===== src/cmst_pkg.sv =====
package cmst_pkg;

    localparam int CAR_COUNT  = 21;
    localparam int IDX_W      = 5;
    localparam int ID_W       = 11;
    localparam int EV_W       = 5;
    localparam int APB_ADDR_W = 3;
    localparam int APB_DATA_W = 32;

    localparam logic [7:0] SEEN_LIMIT = 8'hee;

    // Low nibble address commands.
    localparam logic [3:0] CMD_APPLY   = 4'h1;
    localparam logic [3:0] CMD_ACK     = 4'h2;
    localparam logic [3:0] CMD_RELEASE = 4'h3;

    // High nibble result commands.
    localparam logic [3:0] RES_REPORT = 4'h1;
    localparam logic [3:0] RES_ACK    = 4'h2;

    // Event bit positions.
    localparam int EV_STOP_SEND   = 0;
    localparam int EV_ADDR_FIRST  = 1;
    localparam int EV_RESULT_ACK  = 2;
    localparam int EV_NEW_APPLY   = 3;
    localparam int EV_RESULT_CAPT = 4;

    // Register index of the mode register.
    localparam logic REG_AUTO_MODE = 1'b0;

    typedef logic [CAR_COUNT-1:0] t_mask;
    typedef logic [7:0]           t_seen;

    typedef struct packed {
        logic [ID_W-1:0] node_id;
        logic            is_standard;
        logic [7:0]      byte_zero;
        logic [7:0]      byte_one;
        logic [7:0]      byte_two;
        logic [7:0]      byte_three;
        logic [7:0]      byte_four;
        logic [7:0]      byte_five;
    } t_in_item;

    typedef struct packed {
        logic             node_valid;
        logic [IDX_W-1:0] node_index;
        logic [EV_W-1:0]  events;
        t_mask            application_mask;
        t_mask            received_mask;
        t_mask            deliver_mask;
        t_mask            alive_mask;
        logic [7:0]       fault_code;
        logic [15:0]      result_number;
        logic [15:0]      pocket_count;
    } t_out_item;

    typedef struct packed {
        logic [7:0] b0;
        logic [7:0] b1;
        logic [7:0] b2;
        logic [7:0] b3;
        logic [7:0] b4;
        logic [7:0] b5;
    } t_payload;

    typedef struct packed {
        logic fire;
        logic auto_mode;
    } t_trk_ctrl;

    // Saturating first-seen counter step.
    function automatic t_seen f_bump(input t_seen ctr);
        t_seen res;
        if (ctr >= SEEN_LIMIT - 8'd1) begin
            res = SEEN_LIMIT;
        end else begin
            res = ctr + 8'd1;
        end
        return res;
    endfunction

endpackage


===== src/cmst_cfg.sv =====
module cmst_cfg
    import cmst_pkg::*;
(
    input  logic                  i_clk,
    input  logic                  i_rst_n,
    input  logic                  psel,
    input  logic                  penable,
    input  logic                  pwrite,
    input  logic [APB_ADDR_W-1:0] paddr,
    input  logic [APB_DATA_W-1:0] pwdata,
    output logic [APB_DATA_W-1:0] prdata,
    output logic                  pready,
    output logic                  o_auto_mode
);

    logic r_auto_mode;
    logic wr_en;

    assign pready = 1'b1;
    assign wr_en  = psel && penable && pwrite && (paddr[2] == REG_AUTO_MODE);

    always_ff @(posedge i_clk) begin
        if (!i_rst_n) begin
            r_auto_mode <= 1'b1;
        end else if (wr_en) begin
            r_auto_mode <= pwdata[0];
        end
    end

    assign prdata = (paddr[2] == REG_AUTO_MODE)
                    ? {{(APB_DATA_W-1){1'b0}}, r_auto_mode} : '0;
    assign o_auto_mode = r_auto_mode;

endmodule


===== src/cmst_tracker.sv =====
module cmst_tracker
    import cmst_pkg::*;
(
    input  logic      i_clk,
    input  logic      i_rst_n,
    input  t_trk_ctrl i_ctrl,
    input  t_in_item  i_item,
    output t_out_item o_result
);

    t_payload         r_last;
    t_seen            r_apply_seen  [CAR_COUNT];
    t_seen            r_ack_seen    [CAR_COUNT];
    t_seen            r_report_seen [CAR_COUNT];
    t_mask            r_apply_bits;
    t_mask            r_recv_bits;
    t_mask            r_report_bits;
    t_mask            r_heard_bits;

    t_payload         n_last;
    t_seen            n_apply_seen  [CAR_COUNT];
    t_seen            n_ack_seen    [CAR_COUNT];
    t_seen            n_report_seen [CAR_COUNT];
    t_mask            n_apply_bits;
    t_mask            n_recv_bits;
    t_mask            n_report_bits;
    t_mask            n_heard_bits;

    logic             hit;
    logic [IDX_W-1:0] idx;
    t_mask            sel;
    logic [3:0]       lo;
    logic [3:0]       hi;
    logic [EV_W-1:0]  events;
    logic             captured;

    always_comb begin
        // An extended frame works on the payload held from the last standard frame.
        n_last = i_item.is_standard
                 ? {i_item.byte_zero, i_item.byte_one, i_item.byte_two,
                    i_item.byte_three, i_item.byte_four, i_item.byte_five}
                 : r_last;

        hit = (i_item.node_id != '0) && (i_item.node_id <= ID_W'(CAR_COUNT));
        idx = IDX_W'(i_item.node_id - ID_W'(1));
        sel = hit ? (t_mask'(1) << idx) : '0;
        lo  = n_last.b0[3:0];
        hi  = n_last.b0[7:4];

        n_apply_seen  = r_apply_seen;
        n_ack_seen    = r_ack_seen;
        n_report_seen = r_report_seen;
        n_apply_bits  = r_apply_bits;
        n_recv_bits   = r_recv_bits;
        n_report_bits = r_report_bits;
        n_heard_bits  = r_heard_bits | sel;
        events        = '0;
        captured      = 1'b0;

        if (hit) begin
            if (!i_ctrl.auto_mode) begin
                if (lo == CMD_APPLY) begin
                    n_apply_seen[idx] = f_bump(r_apply_seen[idx]);
                    if (r_apply_seen[idx] == '0) begin
                        events[EV_NEW_APPLY] = 1'b1;
                        n_apply_bits = r_apply_bits | sel;
                    end
                    n_ack_seen[idx] = '0;
                end else if (lo == CMD_ACK) begin
                    events[EV_STOP_SEND] = 1'b1;
                    n_ack_seen[idx] = f_bump(r_ack_seen[idx]);
                    if (r_ack_seen[idx] == '0) begin
                        events[EV_ADDR_FIRST] = 1'b1;
                        n_apply_bits = r_apply_bits & ~sel;
                    end
                    n_apply_seen[idx] = '0;
                end
            end else begin
                if (lo == CMD_ACK) begin
                    events[EV_STOP_SEND] = 1'b1;
                    n_ack_seen[idx] = f_bump(r_ack_seen[idx]);
                    if (r_ack_seen[idx] == '0) begin
                        events[EV_ADDR_FIRST] = 1'b1;
                        n_recv_bits = r_recv_bits | sel;
                    end
                end else if (lo == CMD_RELEASE) begin
                    n_ack_seen[idx] = '0;
                    n_recv_bits = r_recv_bits & ~sel;
                end
            end

            if (hi == RES_REPORT) begin
                n_report_seen[idx] = f_bump(r_report_seen[idx]);
                if (r_report_seen[idx] == '0) begin
                    events[EV_RESULT_CAPT] = 1'b1;
                    captured = 1'b1;
                    n_report_bits = r_report_bits | sel;
                end
            end else if (hi == RES_ACK) begin
                events[EV_RESULT_ACK] = 1'b1;
                n_report_bits = r_report_bits & ~sel;
                n_report_seen[idx] = '0;
            end
        end

        o_result.node_valid       = hit;
        o_result.node_index       = hit ? idx : '0;
        o_result.events           = events;
        o_result.application_mask = n_apply_bits;
        o_result.received_mask    = n_recv_bits;
        o_result.deliver_mask     = n_report_bits;
        o_result.alive_mask       = n_heard_bits;
        o_result.fault_code       = hit ? n_last.b3 : '0;
        o_result.result_number    = captured ? {n_last.b1, n_last.b2} : '0;
        o_result.pocket_count     = captured ? {n_last.b4, n_last.b5} : '0;
    end

    always_ff @(posedge i_clk) begin
        if (!i_rst_n) begin
            r_last        <= '0;
            r_apply_seen  <= '{default: '0};
            r_ack_seen    <= '{default: '0};
            r_report_seen <= '{default: '0};
            r_apply_bits  <= '0;
            r_recv_bits   <= '0;
            r_report_bits <= '0;
            r_heard_bits  <= '0;
        end else if (i_ctrl.fire) begin
            r_last        <= n_last;
            r_apply_seen  <= n_apply_seen;
            r_ack_seen    <= n_ack_seen;
            r_report_seen <= n_report_seen;
            r_apply_bits  <= n_apply_bits;
            r_recv_bits   <= n_recv_bits;
            r_report_bits <= n_report_bits;
            r_heard_bits  <= n_heard_bits;
        end
    end

endmodule


===== src/car_message_status_tracker.sv =====
// Car message status tracker.
// The input channel (i_in_valid, i_in_item, o_in_stall) takes one received
// bus message per item; the output channel (o_out_valid, o_out_item,
// i_out_stall) returns exactly one result item per message, in order.
// An item is moved on at a clock edge where valid is high and stall is low.
// The mode register sits on the APB port at byte address 0. The user must
// ensure it is written only while the block is idle; this is not enforced.
// An accepted item lands in the input register; when the output side
// advances, the per-car update is committed and its result is loaded
// into the output register. One item is accepted per cycle when the output
// side does not stall; the rate is set by the single read-modify-write of the
// per-car state between the two registers.
// When the receiver stalls, the result stays in the output register and one
// further item is held in the input register; only then is o_in_stall raised.
// Reset clears both valid flags, all per-car counters and masks and the held
// payload, and sets the mode register to automatic scan handling.
module car_message_status_tracker
    import cmst_pkg::*;
(
    input  logic                  i_clk,
    input  logic                  i_rst_n,
    input  logic                  i_in_valid,
    input  t_in_item              i_in_item,
    output logic                  o_in_stall,
    output logic                  o_out_valid,
    output t_out_item             o_out_item,
    input  logic                  i_out_stall,
    input  logic                  psel,
    input  logic                  penable,
    input  logic                  pwrite,
    input  logic [APB_ADDR_W-1:0] paddr,
    input  logic [APB_DATA_W-1:0] pwdata,
    output logic [APB_DATA_W-1:0] prdata,
    output logic                  pready
);

    logic      r_in_valid;
    t_in_item  r_in_item;
    logic      r_out_valid;
    t_out_item r_out_item;

    logic      advance;
    logic      in_accept;
    logic      auto_mode;
    t_trk_ctrl trk_ctrl;
    t_out_item result;

    assign advance    = !r_out_valid || !i_out_stall;
    assign o_in_stall = r_in_valid && !advance;
    assign in_accept  = i_in_valid && !o_in_stall;

    assign trk_ctrl.fire      = r_in_valid && advance;
    assign trk_ctrl.auto_mode = auto_mode;

    cmst_cfg u_cfg (
        .i_clk       (i_clk),
        .i_rst_n     (i_rst_n),
        .psel        (psel),
        .penable     (penable),
        .pwrite      (pwrite),
        .paddr       (paddr),
        .pwdata      (pwdata),
        .prdata      (prdata),
        .pready      (pready),
        .o_auto_mode (auto_mode)
    );

    cmst_tracker u_tracker (
        .i_clk    (i_clk),
        .i_rst_n  (i_rst_n),
        .i_ctrl   (trk_ctrl),
        .i_item   (r_in_item),
        .o_result (result)
    );

    always_ff @(posedge i_clk) begin
        if (!i_rst_n) begin
            r_in_valid  <= 1'b0;
            r_out_valid <= 1'b0;
        end else begin
            if (in_accept) begin
                r_in_valid <= 1'b1;
            end else if (advance) begin
                r_in_valid <= 1'b0;
            end
            if (advance) begin
                r_out_valid <= r_in_valid;
            end
        end
    end

    always_ff @(posedge i_clk) begin
        if (in_accept) begin
            r_in_item <= i_in_item;
        end
        if (trk_ctrl.fire) begin
            r_out_item <= result;
        end
    end

    assign o_out_valid = r_out_valid;
    assign o_out_item  = r_out_item;

    // A stalled input channel means the output side is holding a stalled result.
    assert property (@(posedge i_clk) disable iff (!i_rst_n)
        o_in_stall |-> (o_out_valid && i_out_stall))
        else $error("input stalled without a stalled result");

    assert property (@(posedge i_clk) disable iff (!i_rst_n)
        (o_out_valid && !o_out_item.node_valid)
            |-> (o_out_item.events == '0 && o_out_item.fault_code == '0))
        else $error("events or fault reported for an unknown identifier");

    assert property (@(posedge i_clk) disable iff (!i_rst_n)
        (o_out_valid && !o_out_item.events[EV_RESULT_CAPT])
            |-> (o_out_item.result_number == '0 && o_out_item.pocket_count == '0))
        else $error("captured values shown without a capture event");

    assert property (@(posedge i_clk) disable iff (!i_rst_n)
        (o_out_valid && o_out_item.node_valid)
            |-> (((o_out_item.alive_mask >> o_out_item.node_index) & t_mask'(1)) != '0))
        else $error("alive bit missing for the addressed car");

    assert property (@(posedge i_clk) disable iff (!i_rst_n)
        (o_out_valid && o_out_item.events[EV_ADDR_FIRST])
            |-> o_out_item.events[EV_STOP_SEND])
        else $error("first address acknowledge without stop send");

endmodule

===== config.mk =====
export PLATFORM = sky130hd
export DESIGN_NAME = car_message_status_tracker
export DESIGN_NICKNAME = d
export VERILOG_FILES = /design/src/cmst_pkg.sv /design/src/cmst_cfg.sv /design/src/cmst_tracker.sv /design/src/car_message_status_tracker.sv
export SDC_FILE = /design/constraint.sdc
export NUM_CORES = 2
export LEC_CHECK = 0
export BUFFER_PORTS_ARGS = -buffer_cell sky130_fd_sc_hd__buf_4
export CAP_MARGIN = 5
export CORE_UTILIZATION = 31
export CTS_BUF_LIST = sky130_fd_sc_hd__clkbuf_4
export DETAILED_ROUTE_END_ITERATION = 6
export PLACE_DENSITY_LB_ADDON = 0.05
export SLEW_MARGIN = 25
export SYNTH_ARGS = -nofsm -noshare
export SYNTH_HDL_FRONTEND = slang
export SYNTH_HIERARCHICAL = 1
export SYNTH_SLANG_ARGS = --single-unit

===== constraint.sdc =====
create_clock -name i_clk -period 16.77 [get_ports i_clk]
set_clock_uncertainty 0.05 [all_clocks]
set_input_delay 3.354 -clock i_clk [delete_from_list [all_inputs] [get_ports i_clk]]
set_output_delay 3.354 -clock i_clk [all_outputs]
set_load 0.005 [all_outputs]

Word-level counts from Yosys, hierarchy flattened
Index checks and enable logic that the tools add are counted.
{"block": "classes", "reduce_logical": 26, "add_sub_neg": 4, "shift": 1, "n_lt_le_gt_ge": 6, "n_eq_ne": 6, "mux": 67, "n_bitwise": 17}
{"cell": "2-to-1 mux 168 bit", "count": 9}
{"cell": "bitwise mux 168 bit", "count": 4}
{"cell": "bitwise AND 168 bit", "count": 3}
{"cell": "2-to-1 mux 21 bit", "count": 16}
{"cell": "2-to-1 mux 8 bit", "count": 21}
{"cell": "NOT 168 bit", "count": 1}
{"cell": "binary-select mux 8 bit (select 5 bit)", "count": 3}
{"cell": "bitwise OR 21 bit", "count": 4}
{"cell": "bitwise AND 21 bit", "count": 3}
{"cell": "2-to-1 mux 48 bit", "count": 1}
{"cell": "demux 8 bit (select 5 bit)", "count": 1}
{"cell": "adder 8 x 1 -> 8 bit, second input constant", "count": 3}
{"cell": ">= comparator 8 bit, second input constant", "count": 3}
{"cell": "logical NOT 8 bit", "count": 3}
{"cell": "NOT 21 bit", "count": 1}
{"cell": "left shift 1 x 5 -> 21 bit, first input constant", "count": 1}
{"cell": "== test 4 x 2 -> 1 bit, second input constant", "count": 3}
{"cell": "less-or-equal comparator 11 x 5 -> 1 bit, second input constant", "count": 1}
{"cell": "nonzero test 11 bit", "count": 1}
{"cell": "2-to-1 mux 1 bit", "count": 9}
{"cell": "== test 4 x 1 -> 1 bit, second input constant", "count": 2}
{"cell": "logical AND 1 bit", "count": 8}
{"cell": "AND reduction 4 bit", "count": 2}
{"cell": ">= comparator 6 bit, second input constant", "count": 1}
{"cell": "13 further kinds", "count": 23}
{"block": "word_totals", "register_bits": 834, "inputBits": 102, "out_inout_bits": 170, "elab_cells": 223}

Logic depth before layout (Yosys ltp)
{"block": "logic_depth", "depth_word": 15, "ltp_mapped": 30, "ltp_nobuf": 14}

Modules after synthesis
Netlist, hierarchy kept.
{"mod": "cmst_tracker", "n_inst": 1, "area_per_inst_um2": 30301.6, "cells_per_inst": 3559, "seq_area_each_um2": 12732.2}
{"mod": "car_message_status_tracker", "n_inst": 1, "area_per_inst_um2": 5939.4, "cells_per_inst": 203, "seq_area_each_um2": 5895.7}
{"mod": "cmst_cfg", "n_inst": 1, "area_per_inst_um2": 320.3, "cells_per_inst": 40, "seq_area_each_um2": 20.0}

Least setup slack after synthesis
No wires, ideal clock.
{"block": "synth_timing", "path_type": "in2reg", "start": "input port i_out_stall", "end": "register u_tracker/r_ack_seen[100] (netlist bit)", "stages": 7, "setup_slack_ns": -0.098, "n_path_buf": 1, "setup_ns": 0.070, "required_ns": 16.650, "t_arrival_ns": 16.747, "path_cell_list": "a21boi_0 > o2111ai_1 > a21oi_1 > clkbuf_1 > nand2_1 > or4_1 > a21oi_1"}
{"block": "synth_via", "elab_chain_len": 4}
{"item": "from (decl)", "line": "car_message_status_tracker.sv:27", "source": "input logic i_out_stall,"}
{"item": "logical NOT 1 bit", "line": "car_message_status_tracker.sv:48", "source": "assign advance = !r_out_valid || !i_out_stall;"}
{"item": "logical OR 1 bit", "line": "car_message_status_tracker.sv:48"}
{"item": "logical AND 1 bit", "line": "car_message_status_tracker.sv:52", "source": "assign trk_ctrl.fire = r_in_valid && advance;"}
{"item": "AND reduction 4 bit (no line)"}
{"item": "to (signal assigned)", "line": "cmst_tracker.sv:131", "source": "r_ack_seen <= n_ack_seen;"}
{"item": "to (decl)", "line": "cmst_tracker.sv:13", "source": "t_seen r_ack_seen [CAR_COUNT];"}
Every way passes these cells.
A chain may end at the register's enable or synchronous reset.

Worst setup path in the final report
{"block": "layout_timing", "start": "input port i_out_stall", "end": "output port o_in_stall"}
{"block": "layout_via", "elab_chain_len": 4}
{"item": "logical NOT 1 bit", "line": "car_message_status_tracker.sv:48"}
{"item": "logical OR 1 bit", "line": "car_message_status_tracker.sv:48"}
{"item": "logical NOT 1 bit", "line": "car_message_status_tracker.sv:49", "source": "assign o_in_stall = r_in_valid && !advance;"}
{"item": "logical AND 1 bit", "line": "car_message_status_tracker.sv:49"}
{"item": "to (decl)", "line": "car_message_status_tracker.sv:24", "source": "output logic o_in_stall,"}
Every way passes these cells.

==> results.toml <==
[status]
status = "completed"

[run]
drv_cap = 0

[yosys]
synthDistinctLibCells = 87
yosys_warnings = 6
ys_seq_area_share_pct = 51.0
async_flop_share_pct = 0
synth-edff-count = 195
syn-cell-area_um2 = 36600
synth_cells = 3802
syn_avg_cell_area_um2 = 9.62
ys_ff_latch = 834
dominantRegCellSynth = "dfxtp_1"

[detailed_routing]
antenna_left = 0
wire_per_inst_um = 23.1
drtPass1Iterations = 5
drt-total-wl_mm = 133
drtIter0Drc = 2334
vias_per_cell = 5.27
vias = 30400
drc = 0

[grt]
antenna_found_initial = 9
grt_pass1_vias = 29500
grt_overflow = 0
grt_pass1_wl_mm = 197
gr-usage-all-layers_pct = 21.9
grt_max_degree = 152

[place]
place.port_buffers = 206
gp_congestion = 0.791
dp.cells = 5326
dpl.hpwl_mm = 84.9

[sta]
slew_viol_final = 0
setup_tns_ns = 0
whs_ns = 0.399
max_freq_ghz = 0.139
slew_headroom_pct = 24.7
timing.final.crit_share_pct = 43.0
worst_pin_slew_ns = 1.12
period_needed_ns = 7.21
setup_viol = 0
rsz0062_at_grt = "false"
hold_viol = 0

[layout]
final_cells = 5768
area_growth_pct = 16.3
seqCellArea_um2 = 18600
final_nets = 4157
multi_input_area_um2 = 16400
drive_gt1_share_pct = 21.1
fill_cells = 12100
final_cell_mix = "dfxtp_1 (639), nand2_1 (548), clkbuf_4 (387), o21ai_0 (348), nor2_1 (337)"
final_common_cell = "dfxtp_1"

[cts]
cts_tree = "built"
clk_pin_slew_ns = 0.06
cts_sinks = 834
cts_inserted_buffers = 236
cts_resized = 0
htreeDepth = 4
cts_root_buf = "clkbuf_4"
clkLatencyLatePin_ns = 1.16
cts_setup_buffers = 0
clockBufferDepth = 3
ctsHoldBuffers = 0

[floorplanning]
die-area_um2 = 119000
fp.dieW_um = 345
initial_core_util_pct = 31.4
num_rows = 125
num_io_pins = 272
design.core.area_um2 = 117000
die_y_um = 345

[pwr]
ir_drop_mv = 0.0548
power_frac_seq_pct = 49.0
combinationalPowerShare_pct = 5.8
net-switching-power_w = 0.00109
clkPwrFrac_pct = 45.2
p_per_area_nw_per_um2 = 101
p_int_w = 0.00319
p_leak_nw = 15.0
swShare_pct = 25.5

[worst_setup_path]
critPathMaxFanout = 3
cp_slowest_cell = "and3_4"
r2r-start = "r_in_item[50]"
crit_start = "i_out_stall"
critPathBufInv = 2
cp_top_family = "buffers and inverters"
reg2reg_to = "o_out_item[81]"
path_depth = 3
path_common_cell = "buf_4"
path_cells = "buf_4, and3_4, buf_4"
crit_path_max_incr_delay_ns = 0.19
crit_type = "in -> out"
end_kind = "primary output"
critPathCapture = "o_in_stall"
reg2reg_depth = 14
rrSetupSlack_ns = 10.65
arrival_ns = 3.81
critPathLaunchType = "input pin"
required_ns = 13.37

[worst_hold_path]
hold_class = "reg -> reg"
## Yosys cell counts, drive strengths merged (28+ instances only)
| library cell | number | share of area, % |
|---|---|---|
| nand2 | 550 | 5.6 |
| and3 | 28 | 0.49 |
| buf | 123 | 2.6 |
| mux4 | 115 | 7.3 |
| dfxtp | 639 | 35 |
| o22ai | 112 | 1.9 |
| nor3 | 35 | 0.52 |
| a22oi | 67 | 1.4 |
| edfxtp | 195 | 16 |
| nand3 | 292 | 4.0 |
| mux2i | 93 | 2.5 |
| clkbuf | 209 | 2.1 |
| a2bb2oi | 37 | 1.1 |
| nor2 | 340 | 3.5 |
| o21ai | 373 | 5.1 |
| a21oi | 242 | 3.3 |
## worst register-to-register path, delay by kind of cell (launching register included)
| family | cells | cell delay (ns) |
|---|---|---|
| compound gates | 4 | 1.19 |
| flops | 1 | 0.47 |
| fa+ha+maj | 1 | 0.61 |
| mux | 2 | 0.95 |
| buf+inv | 5 | 2.24 |
| simple gates | 2 | 0.43 |
## stage by stage
stage	power (W)	setup WS, ns	utilization (%)	area, µm²
floorplan	0.00229	4.01	-	36700
global placement	0.00239	9.56	33.8	39400
detailed placement	0.00239	9.56	33.8	39400
CTS	0.00436	9.56	36.5	42500
global route	0.00449	9.55	36.5	42500
finish	0.00428	9.56	36.5	42500
## worst min-delay path by stage
| stage | startpoint | slack (ns) | end | depth (start not counted) |
|---|---|---|---|---|
| after detailed placement | u_tracker/r_ack_seen[92] | 0.39 | u_tracker/r_ack_seen[92] | 2 |
| after floorplan | u_tracker/r_ack_seen[66] | 0.38 | u_tracker/r_ack_seen[66] | 2 |
| final | u_tracker/r_ack_seen[92] | 0.40 | u_tracker/r_ack_seen[92] | 2 |
| after global routing | u_tracker/r_report_seen[33] | 0.41 | u_tracker/r_report_seen[33] | 2 |
| after CTS | u_tracker/r_ack_seen[92] | 0.40 | u_tracker/r_ack_seen[92] | 2 |
| after global placement | u_tracker/r_apply_seen[2] | 0.39 | u_tracker/r_apply_seen[2] | 2 |
## kinds of logic (layout without fill, tap and decap cells)
group	count (synthesis)	in the layout	synth area share, %
muxes	217	217	10.1
other	2	41	0.0205
xor gates and xnor gates	13	13	0.332
DFF	834	834	51.0
buffers and inverters	358	761	5.06
AOI/OAI and AO/OA	967	967	16.0
and+or+nand+nor	1396	1396	17.0
adders and majority gates	15	15	0.513
## power groups by stage
stage | clock [W] | combinational, W | sequential [W]
floorplan | 0 | 0.000147 | 0.00214
global placement | 0 | 0.000252 | 0.00214
detailed placement | 0 | 0.000251 | 0.00214
CTS | 0.00202 | 0.000252 | 0.00210
global route | 0.00213 | 0.000263 | 0.00210
finish | 0.00194 | 0.000248 | 0.00210
## layout make-up
| cell class | count | share of cell area (%) |
|---|---|---|
| well taps | 1524 | 4.48 |
| inverters | 24 | 0.229 |
| diodes | 9 | 0.0529 |
| clock buffers | 387 | 6.83 |
| flip-flops and latches | 834 | 43.8 |
| repair buffers | 304 | 5.47 |
| multi-input cells | 2640 | 38.6 |
| clock inverters | 46 | 0.468 |
## layer usage
| layer | share of wire [%] | up-vias | wire [µm] | GRT usage [%] |
|---|---|---|---|---|
| met5 | 0 | - | 0 | 0 |
| met4 | 2.2 | 0 | 2990 | 7.82 |
| met3 | 5.3 | 180 | 7000 | 3.97 |
| met2 | 46 | 870 | 61600 | 34.3 |
| met1 | 46 | 14900 | 61600 | 30.1 |
| li1 | - | 14400 | - | - |
## registers in the layout, summed over array words and instances (netlist names)
| signal | count |
|---|---|
| o_out_item | 135 |
| o_out_valid | 1 |
| r_in_item | 60 |
| r_in_valid | 1 |
| u_cfg/o_auto_mode | 1 |
| u_tracker/r_ack_seen | 168 |
| u_tracker/r_apply_bits | 21 |
| u_tracker/r_apply_seen | 168 |
| u_tracker/r_heard_bits | 21 |
| u_tracker/r_last | 48 |
| u_tracker/r_recv_bits | 21 |
| u_tracker/r_report_bits | 21 |
| u_tracker/r_report_seen | 168 |
No activity file was read; power rests on OpenSTA's default activity.
